$ cat src/rtl/tms_ram.sv
`timescale 1ns / 1ps

module tms_ram #(
    parameter int WIDTH = 16,
    parameter int DEPTH = 32,
    localparam int AW = $clog2(DEPTH)
) (
    input  logic             i_clk,
    input  logic             i_we,
    input  logic [AW-1:0]    i_waddr,
    input  logic [WIDTH-1:0] i_wdata,
    input  logic [AW-1:0]    i_raddr,
    output logic [WIDTH-1:0] o_rdata
);

    logic [WIDTH-1:0] r_mem [DEPTH];
    logic [WIDTH-1:0] r_rdata;

    // one write port, one registered read port
    always_ff @(posedge i_clk) begin
        if (i_we) begin
            r_mem[i_waddr] <= i_wdata;
        end
        r_rdata <= r_mem[i_raddr];
    end

    assign o_rdata = r_rdata;

endmodule

$ cat config.mk
export PLATFORM = sky130hd
export DESIGN_NAME = tms_ram
export DESIGN_NICKNAME = d
export VERILOG_FILES = /design/src/rtl/tms_ram.sv
export SDC_FILE = /design/constraint.sdc
export NUM_CORES = 1
export LEC_CHECK = 0
export ABC_AREA = 1
export BUFFER_PORTS_ARGS = -buffer_cell sky130_fd_sc_hd__buf_2
export CORE_MARGIN = 5
export CORE_UTILIZATION = 62
export DETAILED_ROUTE_END_ITERATION = 12
export GPL_TIMING_DRIVEN = 0
export PLACE_DENSITY = 0.75
export SLEW_MARGIN = 5
export SYNTH_ARGS = -nofsm -noshare
export SYNTH_HDL_FRONTEND = slang
export SYNTH_SLANG_ARGS = --single-unit
$ cat constraint.sdc
create_clock -name i_clk -period 2 [get_ports i_clk]
set_input_delay 0.1 -clock i_clk [delete_from_list [all_inputs] [get_ports i_clk]]
set_output_delay 0.1 -clock i_clk [all_outputs]
set_load 0.02 [all_outputs]
After elaboration in Yosys (flattened, before gate mapping)
Memories as Yosys holds them, arrays and structs flattened. A register that Yosys moved wholly into a read port is not among the register bits.
Index checks and enable logic that the tools add are counted.

cells by class
  eq/ne operators = 0
  shift-type cells = 0
  bitwise gates (word level) = 0
  divide/modulo/power cells = 0
  reduce and logical (&&, ||, !) cells = 0
  add/sub/neg operators = 0
  magnitude comparators = 0
  multipliers = 0
  mux-type cells = 2

operators with widths
  operator           number
  1-bit two-way mux  2

word-level totals
  output and inout bits = 16
  logic and storage cells = 3
  input bits = 28
  latch bits = 0
  flip-flop bits (word level) = 0
  memories kept = 1
  bits in writable memories = 512
  memory bits (read-only) = 0

memory list
  name   words  bits a word  rd ports  clocked after memory_dff  wr ports  line  RTL
  r_mem  32     16           1         1                         1         16    logic [WIDTH-1:0] r_mem [DEPTH];

Logic depth before layout (Yosys ltp)
  depth after elaboration = 2
  mapped depth = 12
  mapped depth without buffers = 9

Least setup slack after synthesis
No wires, ideal clock.

  path kind = input -> register
  start = input i_waddr[0]
  end = memory r_mem[0][0] (enable)
  data required time = 1.612 ns
  buffers on the path = 0
  library setup time = 0.388 ns
  arrival = 1.094 ns
  cell stages on the path = 3
  setup slack = 0.517 ns
  path through = inv_1 -> nand3_1 -> nor2_1

RTL lines
  element          line  RTL
  start, declared  10    input logic [AW-1:0] i_waddr,
  end, declared    16

Straight into the memory's write port.

Worst setup path after layout
  start = input i_waddr[0]
  end = memory r_mem[4][4] (enable)

Straight into the memory's write port.

==> results_dict.tcl <==
set metrics [dict create \
    wl_per_cell_um 25.0 \
    critPathLaunchType "primary input" \
    rows 67 \
    min_to "r_mem[13][0]" \
    slew_violations 0 \
    worst_pin_slew_ps 1280 \
    cts.path.max_buffers 3 \
    firstDrtPassIters 7 \
    grt-ovfl-total 0 \
    path_cells "buf_2, inv_1, nand3_1, nor2_1" \
    fin_total_pwr_mw 23.8 \
    yosysWarnings 0 \
    period_share_pct 85.7 \
    final.min_clock_period_ps 1710 \
    avgSynthCellArea_um2 11.9 \
    yosysSeqAreaShare_pct 73.7 \
    postLayoutCoreUtil_pct 72.1 \
    clkSlewWorstSetupHoldPaths_ps 60 \
    numCtsBuffers 51 \
    power.density_mw_per_mm2 980 \
    ant_nets 0 \
    yosys.area.top_type "edfxtp_1" \
    critical-path-top-delay-family "simple AND/OR/NAND/NOR gates" \
    cts_tree "yes" \
    cp_slowest_cell "nor2_1" \
    min_path_type "in -> reg" \
    irDropWorstVdd_v 0.000793 \
    yosysUniqueCellTypes 15 \
    synth_ff_type "edfxtp_1" \
    status "completed" \
    drt_iter0_markers 2624 \
    num-fill-cells 2217 \
    cts_sinks 528 \
    htreeDepth 2 \
    drive_above_1_share_pct 13.5 \
    hold_ws_ps 137 \
    synth_area_mm2 0.0213 \
    ys_async_sr_fraction_pct 0 \
    die_w_um 195 \
    cts_setup_buffers 0 \
    worstHoldStart "i_wdata[0]" \
    grt_usage_pct 31.1 \
    synth_top_area_share_pct 72.2 \
    synth_nets 1822 \
    reg2regPathDepth 8 \
    core-area_mm2 0.0337 \
    antenna_found_initial 0 \
    grt_pass1_wl_mm 87.9 \
    design.die.area_mm2 0.0382 \
    synth_commonest_cells "nand2_1 (720), edfxtp_1 (512), nand3_1 (396), buf_2 (33), nor2_1 (32)" \
    n_antenna_cell 0 \
    drcViolationCount 0 \
    io_pins 44 \
    finClkSkew_ps 21.6 \
    vias 14900 \
    ys_ff_latch 528 \
    wl_mm 60.3 \
    maxCapViolCount 0 \
    syn_inst 1794 \
    max_freq_mhz 583 \
    port_buffers 40 \
    hold_viol_final 0 \
    setup_viol_count_final 0 \
    worstReg2RegStart "r_mem[29][1]" \
    startpoint "i_waddr[0]" \
    initial_core_util_pct 63.2 \
    place.gp.congestion 1.01 \
    setup.worst_path.class "in -> reg" \
    worst-path-max-fanout 16 \
    synth-edff-count 512 \
    viasPerCell 6.20 \
    clock_latency_ps 590 \
    cts_hold_buf 1 \
    synth.area.top_cells "edfxtp_1 (72%), nand2_1 (13%), nand3_1 (9.3%)" \
    dp_hpwl_mm 38.3 \
    worstPathRequired_ps 2200 \
    synthToLayoutAreaGrowth_pct 14.0 \
    fin_nets 1946 \
    critPathCaptureType "flip-flop" \
    cp.buffers_inverters 2 \
    grt_start_max_net_pins 33 \
    grt_pass1_vias 13900 \
    leakage_nw 9.10 \
    holdPathStages 1 \
    die_h_um 195 \
    root_buffer "clkbuf_16" \
    rsz0062_at_grt "no" \
    reg2reg_to "o_rdata[1]" \
    max_stage_delay_ps 1160 \
    cts_resized 0 \
    crit_arrival_ps 1910 \
    tns_ps 0 \
    synth.most_common_cell "nand2_1" \
    slew_headroom_pct 14.2 \
    r2r_slack_ps 640 \
]
[where the power goes]
part	total (mW)	internal [mW]	switching (mW)
sequential	12.3	12.3	0.0386
clock	9.72	5.66	4.06
combinational	1.75	0.448	1.30
total	23.8	18.4	5.39
[state kept, by name, summed over array words and instances (netlist names)]
signal   flops
r_mem      512
o_rdata     16
[routing by layer]
metal  vias up  global-route usage [%]  share of wire, %
li1       6502                       -                 -
met2      1175                    46.7                45
met3       165                    8.03                15
met4         0                    10.5               3.8
met5         -                       0                 0
met1      7093                    45.3                37
[worst max-delay path by stage]
stage | end | slack [ps] | depth (start not counted)
5_1_grt | r_mem[4][4] | 200 | 4
6_report | r_mem[4][4] | 290 | 4
3_3_place_gp | r_mem[18][8] | -550 | 4
3_5_place_dp | r_mem[5][10] | -400 | 4
4_1_cts | r_mem[5][1] | 200 | 4
2_1_floorplan | r_mem[0][0] | 520 | 3
[cells by family after synthesis]
family | synth area share [%]
buffers and inverters | 3.77
and+or+nand+nor | 22.6
DFF | 73.7
[cells in the final DEF (no fill, tap or decap), types with 2 or more instances in the layout]
cell type   instances
buf_4              28
buf_6              28
buf_2              73
inv_6               4
nor2_2             31
clkbuf_8            2
clkbuf_1           27
clkinv_1           13
dfxtp_1            16
bufinv_16           7
inv_1               8
nand2_1           720
nand3_1           396
buf_1               2
edfxtp_1          512
clkinvlp_4          2
buf_8              26
clkbuf_16          51
clkinv_2           10
[worst register-to-register path, stage by stage, from the launching register on]
cell and delay (ps):
edfxtp_1 360, nand2_1 110, nand3_1 120, nand3_1 210
nand2_1 90, nand2_1 70, nand2_1 80, nand2_1 90
nand2_1 100
[cell type report]
class,instances,area (um2),area share [%]
Timing Repair Buffer,71,658,2.71
Sequential cell,528,15700,64.6
Inverter,10,42.5,0.175
Clock buffer,61,1330,5.49
Buffer,108,759,3.13
Clock inverter,35,350,1.44
Multi-Input combinational cell,1148,4880,20.1
Tap cell,448,561,2.31
[through the flow]
step | worst slack [ps] | instance area [um2] | std cells
after floorplan | 517 | 21300 | 1794
after global routing | 205 | 24300 | 2409
final | 285 | 24300 | 2409
after global placement | -546 | 22100 | 2282
after CTS | 199 | 24300 | 2409
after detailed placement | -396 | 22600 | 2312
Power figures use the tool's default switching activity.
