## src/rtl/tms_pkg.sv

```systemverilog
`timescale 1ns / 1ps

package tms_pkg;

    // tape and rule table sizing
    localparam int TAPE_DEPTH  = 4096;
    localparam int STATE_COUNT = 32;

    // field widths
    localparam int STATE_W  = 5;
    localparam int INDEX_W  = 5;
    localparam int WORD_W   = 16;
    localparam int OP_W     = 2;
    localparam int CFG_W    = 13;
    localparam int CFG_IDX_W = 1;

    // derived widths
    localparam int HEAD_W     = $clog2(TAPE_DEPTH);
    localparam int LEN_W      = $clog2(TAPE_DEPTH + 1);
    localparam int DIV_W      = LEN_W + 1;
    localparam int DIV_CNT_W  = $clog2(DIV_W);
    localparam int RULE_DEPTH = 2 ** STATE_W;

    // input operation codes
    typedef enum logic [OP_W-1:0] {
        OP_LOAD    = 2'd0,
        OP_RESTART = 2'd1,
        OP_STEP    = 2'd2,
        OP_NOP     = 2'd3
    } t_op;

    // configuration register indexes
    localparam logic [CFG_IDX_W-1:0] CFG_TAPE_LENGTH   = 1'd0;
    localparam logic [CFG_IDX_W-1:0] CFG_INITIAL_STATE = 1'd1;

    // action byte layout
    localparam int ACT_WRITE_BIT = 0;
    localparam int ACT_MOVE_BIT  = 1;
    localparam int ACT_STATE_LSB = 2;

endpackage

```

## src/rtl/tms_mod.sv

```systemverilog
`timescale 1ns / 1ps

module tms_mod (
    input  logic                       i_clk,
    input  logic                       i_rst_n,
    input  logic                       i_start,
    input  logic [tms_pkg::DIV_W-1:0]  i_dividend,
    input  logic [tms_pkg::LEN_W-1:0]  i_divisor,
    output logic                       o_done,
    output logic [tms_pkg::HEAD_W-1:0] o_rem
);
    import tms_pkg::*;

    logic                 r_busy;
    logic                 r_done;
    logic [DIV_CNT_W-1:0] r_cnt;
    logic [DIV_W-1:0]     r_num;
    logic [DIV_W-1:0]     r_rem;
    logic [LEN_W-1:0]     r_div;
    logic [DIV_W-1:0]     n_shift;
    logic [DIV_W-1:0]     n_rem;

    // one restoring remainder step: shift in a bit, subtract if it fits
    always_comb begin
        n_shift = {r_rem[DIV_W-2:0], r_num[DIV_W-1]};
        if (n_shift >= DIV_W'(r_div)) begin
            n_rem = n_shift - DIV_W'(r_div);
        end else begin
            n_rem = n_shift;
        end
    end

    // control
    always_ff @(posedge i_clk) begin
        if (!i_rst_n) begin
            r_busy <= 1'b0;
            r_done <= 1'b0;
            r_cnt  <= '0;
        end else begin
            r_done <= r_busy && (r_cnt == '0);
            if (i_start) begin
                r_busy <= 1'b1;
                r_cnt  <= DIV_CNT_W'(DIV_W - 1);
            end else if (r_busy) begin
                if (r_cnt == '0) begin
                    r_busy <= 1'b0;
                end else begin
                    r_cnt <= r_cnt - 1'b1;
                end
            end
        end
    end

    // datapath
    always_ff @(posedge i_clk) begin
        if (i_start) begin
            r_num <= i_dividend;
            r_rem <= '0;
            r_div <= i_divisor;
        end else if (r_busy) begin
            r_num <= {r_num[DIV_W-2:0], 1'b0};
            r_rem <= n_rem;
        end
    end

    assign o_done = r_done;
    assign o_rem  = r_rem[HEAD_W-1:0];

endmodule

```

## config.mk

```make
export PLATFORM = sky130hd
export DESIGN_NAME = tms_mod
export DESIGN_NICKNAME = d
export VERILOG_FILES = /design/src/rtl/tms_pkg.sv /design/src/rtl/tms_mod.sv
export SDC_FILE = /design/constraint.sdc
export NUM_CORES = 1
export LEC_CHECK = 0
export BUFFER_PORTS_ARGS = -buffer_cell sky130_fd_sc_hd__buf_2
export CORE_MARGIN = 2
export CORE_UTILIZATION = 61
export CTS_CLUSTER_DIAMETER = 50
export CTS_CLUSTER_SIZE = 40
export DETAILED_ROUTE_END_ITERATION = 8
export HOLD_SLACK_MARGIN = 0.02
export PLACE_DENSITY = 0.91
export SYNTH_ARGS = -nofsm -noshare
export SYNTH_HDL_FRONTEND = slang
export SYNTH_SLANG_ARGS = --single-unit
```

## constraint.sdc

```tcl
create_clock -name i_clk -period 3.6 [get_ports i_clk]
set_clock_uncertainty 0.15 [all_clocks]
set_input_delay 1.08 -clock i_clk [delete_from_list [all_inputs] [get_ports i_clk]]
set_output_delay 1.08 -clock i_clk [all_outputs]
set_load 0.005 [all_outputs]
```

After elaboration in Yosys (flattened, before gate mapping)
Cells that the tools add are included.
W data, S select, Z words.

operators by class
  mux-type cells = 9
  bitwise gates (word level) = 2
  shift-type cells = 0
  multiply operators = 0
  order comparisons = 1
  add/subtract/negate cells = 2
  divide/modulo/power cells = 0
  equality and inequality tests = 1
  reduce and logical (&&, ||, !) cells = 6

operators with widths
  operator               number
  $mux W14               2
  $ge A14 B13 Y1         1
  $mux W13               1
  $sub A13 B13 Y13       1
  $mux W4                3
  $logic_not A4 Y1       1
  $reduce_and A2 Y1      2
  $sub A4 B1 Y4 const B  1
  $mux W1                3
  $ne A2 B2 Y1 const B   1
  $not A1 Y1             2
  $reduce_bool A2 Y1     1
  $reduce_or A2 Y1       1
  $logic_and A1 B1 Y1    1

word-level totals
  bits in latches = 0
  bits in registers = 46
  bits in read-only memories = 0
  memories = 0
  bits in writable memories = 0

Logic depth before layout (Yosys ltp)
  depth in word-level cells = 4
  gate-level depth with buffers = 10

Worst setup path after synthesis
Ideal clock, no wire load.

  path type = in2reg
  start point = input i_start
  end point = register r_num[10] (data pin)
  stages = 3
  setup slack = 1.121 ns
  library setup time = 0.260 ns
  arrival time = 2.069 ns
  cell sequence = clkbuf_1 > buf_1 > mux2_2

between the ends
  cells in the longest elaborated chain, start to end = 1

RTL lines
  what                    RTL line       source
  start: declaration      tms_mod.sv:6   input logic i_start,
  $mux W14                tms_mod.sv:56  if (i_start) begin
  end signal: assignment  tms_mod.sv:57  r_num <= i_dividend;
  end signal: assignment  tms_mod.sv:61  r_num <= {r_num[DIV_W-2:0], 1'b0};
  end: declaration        tms_mod.sv:17  logic [DIV_W-1:0] r_num;

Every way passes these cells.
A chain may end at the register's enable or synchronous reset.

Worst setup path in the final report
  start point = register r_num[13]
  end point = register r_rem[4]

between the ends
  cells in the longest elaborated chain, start to end = 2
  elaborated cells on any way between the ends = 3
  classes of those cells = add/sub (1); order compare (1); mux (1)

RTL lines
  what                                                RTL line                      source
  $sub A13 B13 Y13 or $ge A14 B13 Y1 (tied branches)  tms_mod.sv:27, tms_mod.sv:26
  $mux W13 *                                          tms_mod.sv:26                 if (n_shift >= DIV_W'(r_div)) begin
  end signal: assignment                              tms_mod.sv:62                 r_rem <= n_rem;
  end: declaration                                    tms_mod.sv:18                 logic [DIV_W-1:0] r_rem;

Mark *: on every way between the ends. The rest lies on a longest branch, timed or not.

==> flow_summary.yaml <==
status:
  outcome: "finished, final reports clean"
place:
  place_area_sq_um: 2970
  hpwl_mm: 3.84
  gp_congestion: 0.828
  port_buffers: 42
routing:
  wire_per_inst_um: 16.0
  wl_mm: 5.45
  dr.pass1.iters: 4
  viasPerCell: 5.92
  drtIter0Drc: 124
  final_antenna_net_count: 0
  drc: 0
  num_vias: 2018
final_layout:
  layout.nets: 334
  final_layout_size_suffix_gt1_share_pct: 32.9
  multi_input_area_sq_um: 1390
  synthToLayoutAreaGrowth_pct: 9.28
  diodes: 0
  fillers: 319
  regArea_sq_um: 1190
  final_area_sq_um: 3080
cts:
  clock_latency_ns: 0.30
  cts.repair.resized: 0
  cts_tree: "built"
  cts.sinks: 46
  cts_setup_buffers: 0
  htree_levels: 2
  postCtsHoldBufs: 0
  cts.clk_slew.worst_paths_ns: 0.08
  clock_path_buffers: 2
  cts_made_buffers: 5
  cts-root-buf: "clkbuf_8"
critical_path:
  crit_path_end_kind: "flip-flop"
  cp_max_fo: 8
  crit_arrival_ns: 2.88
  path_class: "flip-flop to flip-flop"
  crit_required_ns: 3.61
  start_kind: "flip-flop"
global_route:
  grt_first_pass_wirelength_mm: 9.01
  grt_pass1_vias: 1962
  grt-ovfl-total: 0
  grt_max_degree: 37
  gr-usage-all-layers_pct: 22.3
  antenna_found_initial: 0
logic_synthesis:
  synth_warnings: 0
  post_synth_most_frequent_cells: "edfxtp_1, inv_1, dfxtp_1"
  synth-async-reset-ratio_pct: 0
  ys_ff_latch: 46
  synth_top_cell_area_share_pct: 28.8
  synth_flop_cell: "edfxtp_1"
  synth_area_leaders: "edfxtp_1, dfxtp_1, ha_1"
  synth_top_cell_by_area: "edfxtp_1"
  synth-seq-area-share_pct: 42.3
  synth_most_common_cell: "edfxtp_1"
  synth.avg_cell_area_sq_um: 10.8
  mappedNetlistArea_sq_um: 2820
  syn_nets: 306
  synth_edf_count: 27
  netlist_instances: 260
  yosysUniqueCellTypes: 57
timing:
  period_share_pct: 79.6
  hold_viol: 0
  drv_slew: 0
  slew_headroom_pct: 48.1
  tightest_slew_ns: 0.779
  tns_ns: 0
  fmax_mhz: 349
  setup_viol: 0
  rsz0062_at_grt: "no"
  fin_crit_ns: 2.87
floorplan:
  die_x_um: 72.0
  fp.dieH_um: 72.0
  initial_utilization_pct: 63.8
  die-area_sq_um: 5180
  ios: 43
  row_count: 24
  core_area_sq_um: 4410
power_and_ir_drop:
  intPower_w: 0.000986
  power_frac_comb_pct: 27.6
  p_leak_nw: 1.28
  peakVddDrop_mv: 0.385
  switching_share_pct: 30.0
  power_density_nw_per_um2: 457
  seqPwrFrac_pct: 45.3
  p_sw_w: 0.000422
  totalPowerFinal_w: 0.00141
  clkPwrFrac_pct: 27.1
worst_hold_path:
  min-delay-path-class: "flip-flop to flip-flop"
flow_run:
  cap_violations: 0
==> power by group through the flow <==
| stage | combinational [W] | clock, W | sequential (W) |
|---|---|---|---|
| after detailed placement | 0.000384 | 0 | 0.000649 |
| after floorplan | 0.000315 | 0 | 0.000641 |
| after CTS | 0.000387 | 0.000389 | 0.000638 |
| after global routing | 0.000429 | 0.000411 | 0.000643 |
| after global placement | 0.000371 | 0 | 0.000647 |
| final | 0.000388 | 0.000382 | 0.000638 |
==> cell families after synthesis <==
| group | count (synthesis) | synth area share (%) |
|---|---|---|
| AO/OA/AOI/OAI | 64 | 21.0 |
| XOR/XNOR | 9 | 2.80 |
| adder cells (fa/ha/maj) | 16 | 7.37 |
| buffers and inverters | 46 | 8.26 |
| flip-flops | 46 | 42.3 |
| multiplexers | 16 | 6.26 |
| AND/OR/NAND/NOR | 63 | 12.0 |
==> critical path: stages, from the launching register on <==
cell and delay, ns:
edfxtp_1 0.37, inv_1 0.05, ha_1 0.22, fa_1 0.45, nor2b_4 0.18, o31ai_4 0.08
a211oi_4 0.30, o2111ai_1 0.42, buf_4 0.31, nand3_1 0.10, a311oi_2 0.09
==> worst paths after layout <==
| check | slack, ns | endpoint | cells after the start | start |
|---|---|---|---|---|
| setup / recovery | 0.73 | r_rem[4] | 10 | r_num[13] |
| hold / removal | 0.38 | r_cnt[1] | 2 | r_cnt[1] |
| hold reg to reg | 0.38 | r_cnt[1] | 2 | r_cnt[1] |
| setup reg to reg | 0.73 | r_rem[4] | 10 | r_num[13] |
==> registers in the layout, indices dropped and copies added, names as in the netlist <==
| register | cells |
|---|---|
| o_done | 1 |
| r_busy | 1 |
| r_cnt | 4 |
| r_div | 13 |
| r_num | 14 |
| r_rem | 13 |
==> through the flow <==
stage | setup WS (ns) | instances | hold WS, ns | util (%)
2_1_floorplan | 1.12 | 260 | 0.338 | -
3_3_place_gp | 0.879 | 333 | 0.354 | 67.3
3_5_place_dp | 0.764 | 333 | 0.365 | 67.3
4_1_cts | 0.745 | 341 | 0.377 | 69.8
5_1_grt | 0.528 | 341 | 0.419 | 69.8
6_report | 0.733 | 341 | 0.376 | 69.8
==> placed cells by master (no fill, tap or decap), types with 2 or more instances in the layout <==
master / count
buf_2: 42
edfxtp_1: 27
inv_1: 21
dfxtp_1: 19
nor2_1: 18
ha_1: 15
mux2_2: 13
nand3_1: 12
a311oi_2: 11
nand2_1: 8
o21ai_1: 6
a21o_1: 5
a21oi_1: 5
nand3b_1: 5
xor2_1: 5
o21ai_2: 5
clkbuf_8: 5
a31oi_1: 4
xnor2_1: 4
buf_4: 4
mux2i_1: 3
o21ai_0: 3
o2111ai_1: 3
nor3b_1: 3
o21a_1: 3
or2_2: 2
and2_1: 2
and3_1: 2
nor3_1: 2
o22ai_2: 2
o211ai_1: 2
nor2b_1: 2
==> area by class of cell <==
| cell class | instances | area share [%] |
|---|---|---|
| timing repair buffer | 46 | 7.80 |
| inverter | 21 | 2.56 |
| clock buffer | 6 | 2.36 |
| multi-input combinational | 168 | 45.3 |
| clock inverter | 2 | 1.22 |
| tap | 52 | 2.11 |
| sequential | 46 | 38.7 |
==> metal layers <==
layer  up-vias  wire length [um]  global-route usage, %
met1       932              2480                   30.6
met4         0                80                   7.97
li1       1007                 -                      -
met3        12               269                   5.83
met2        67              2620                   34.6
met5         -                 0                      0
(Power assumes the default switching activity.)
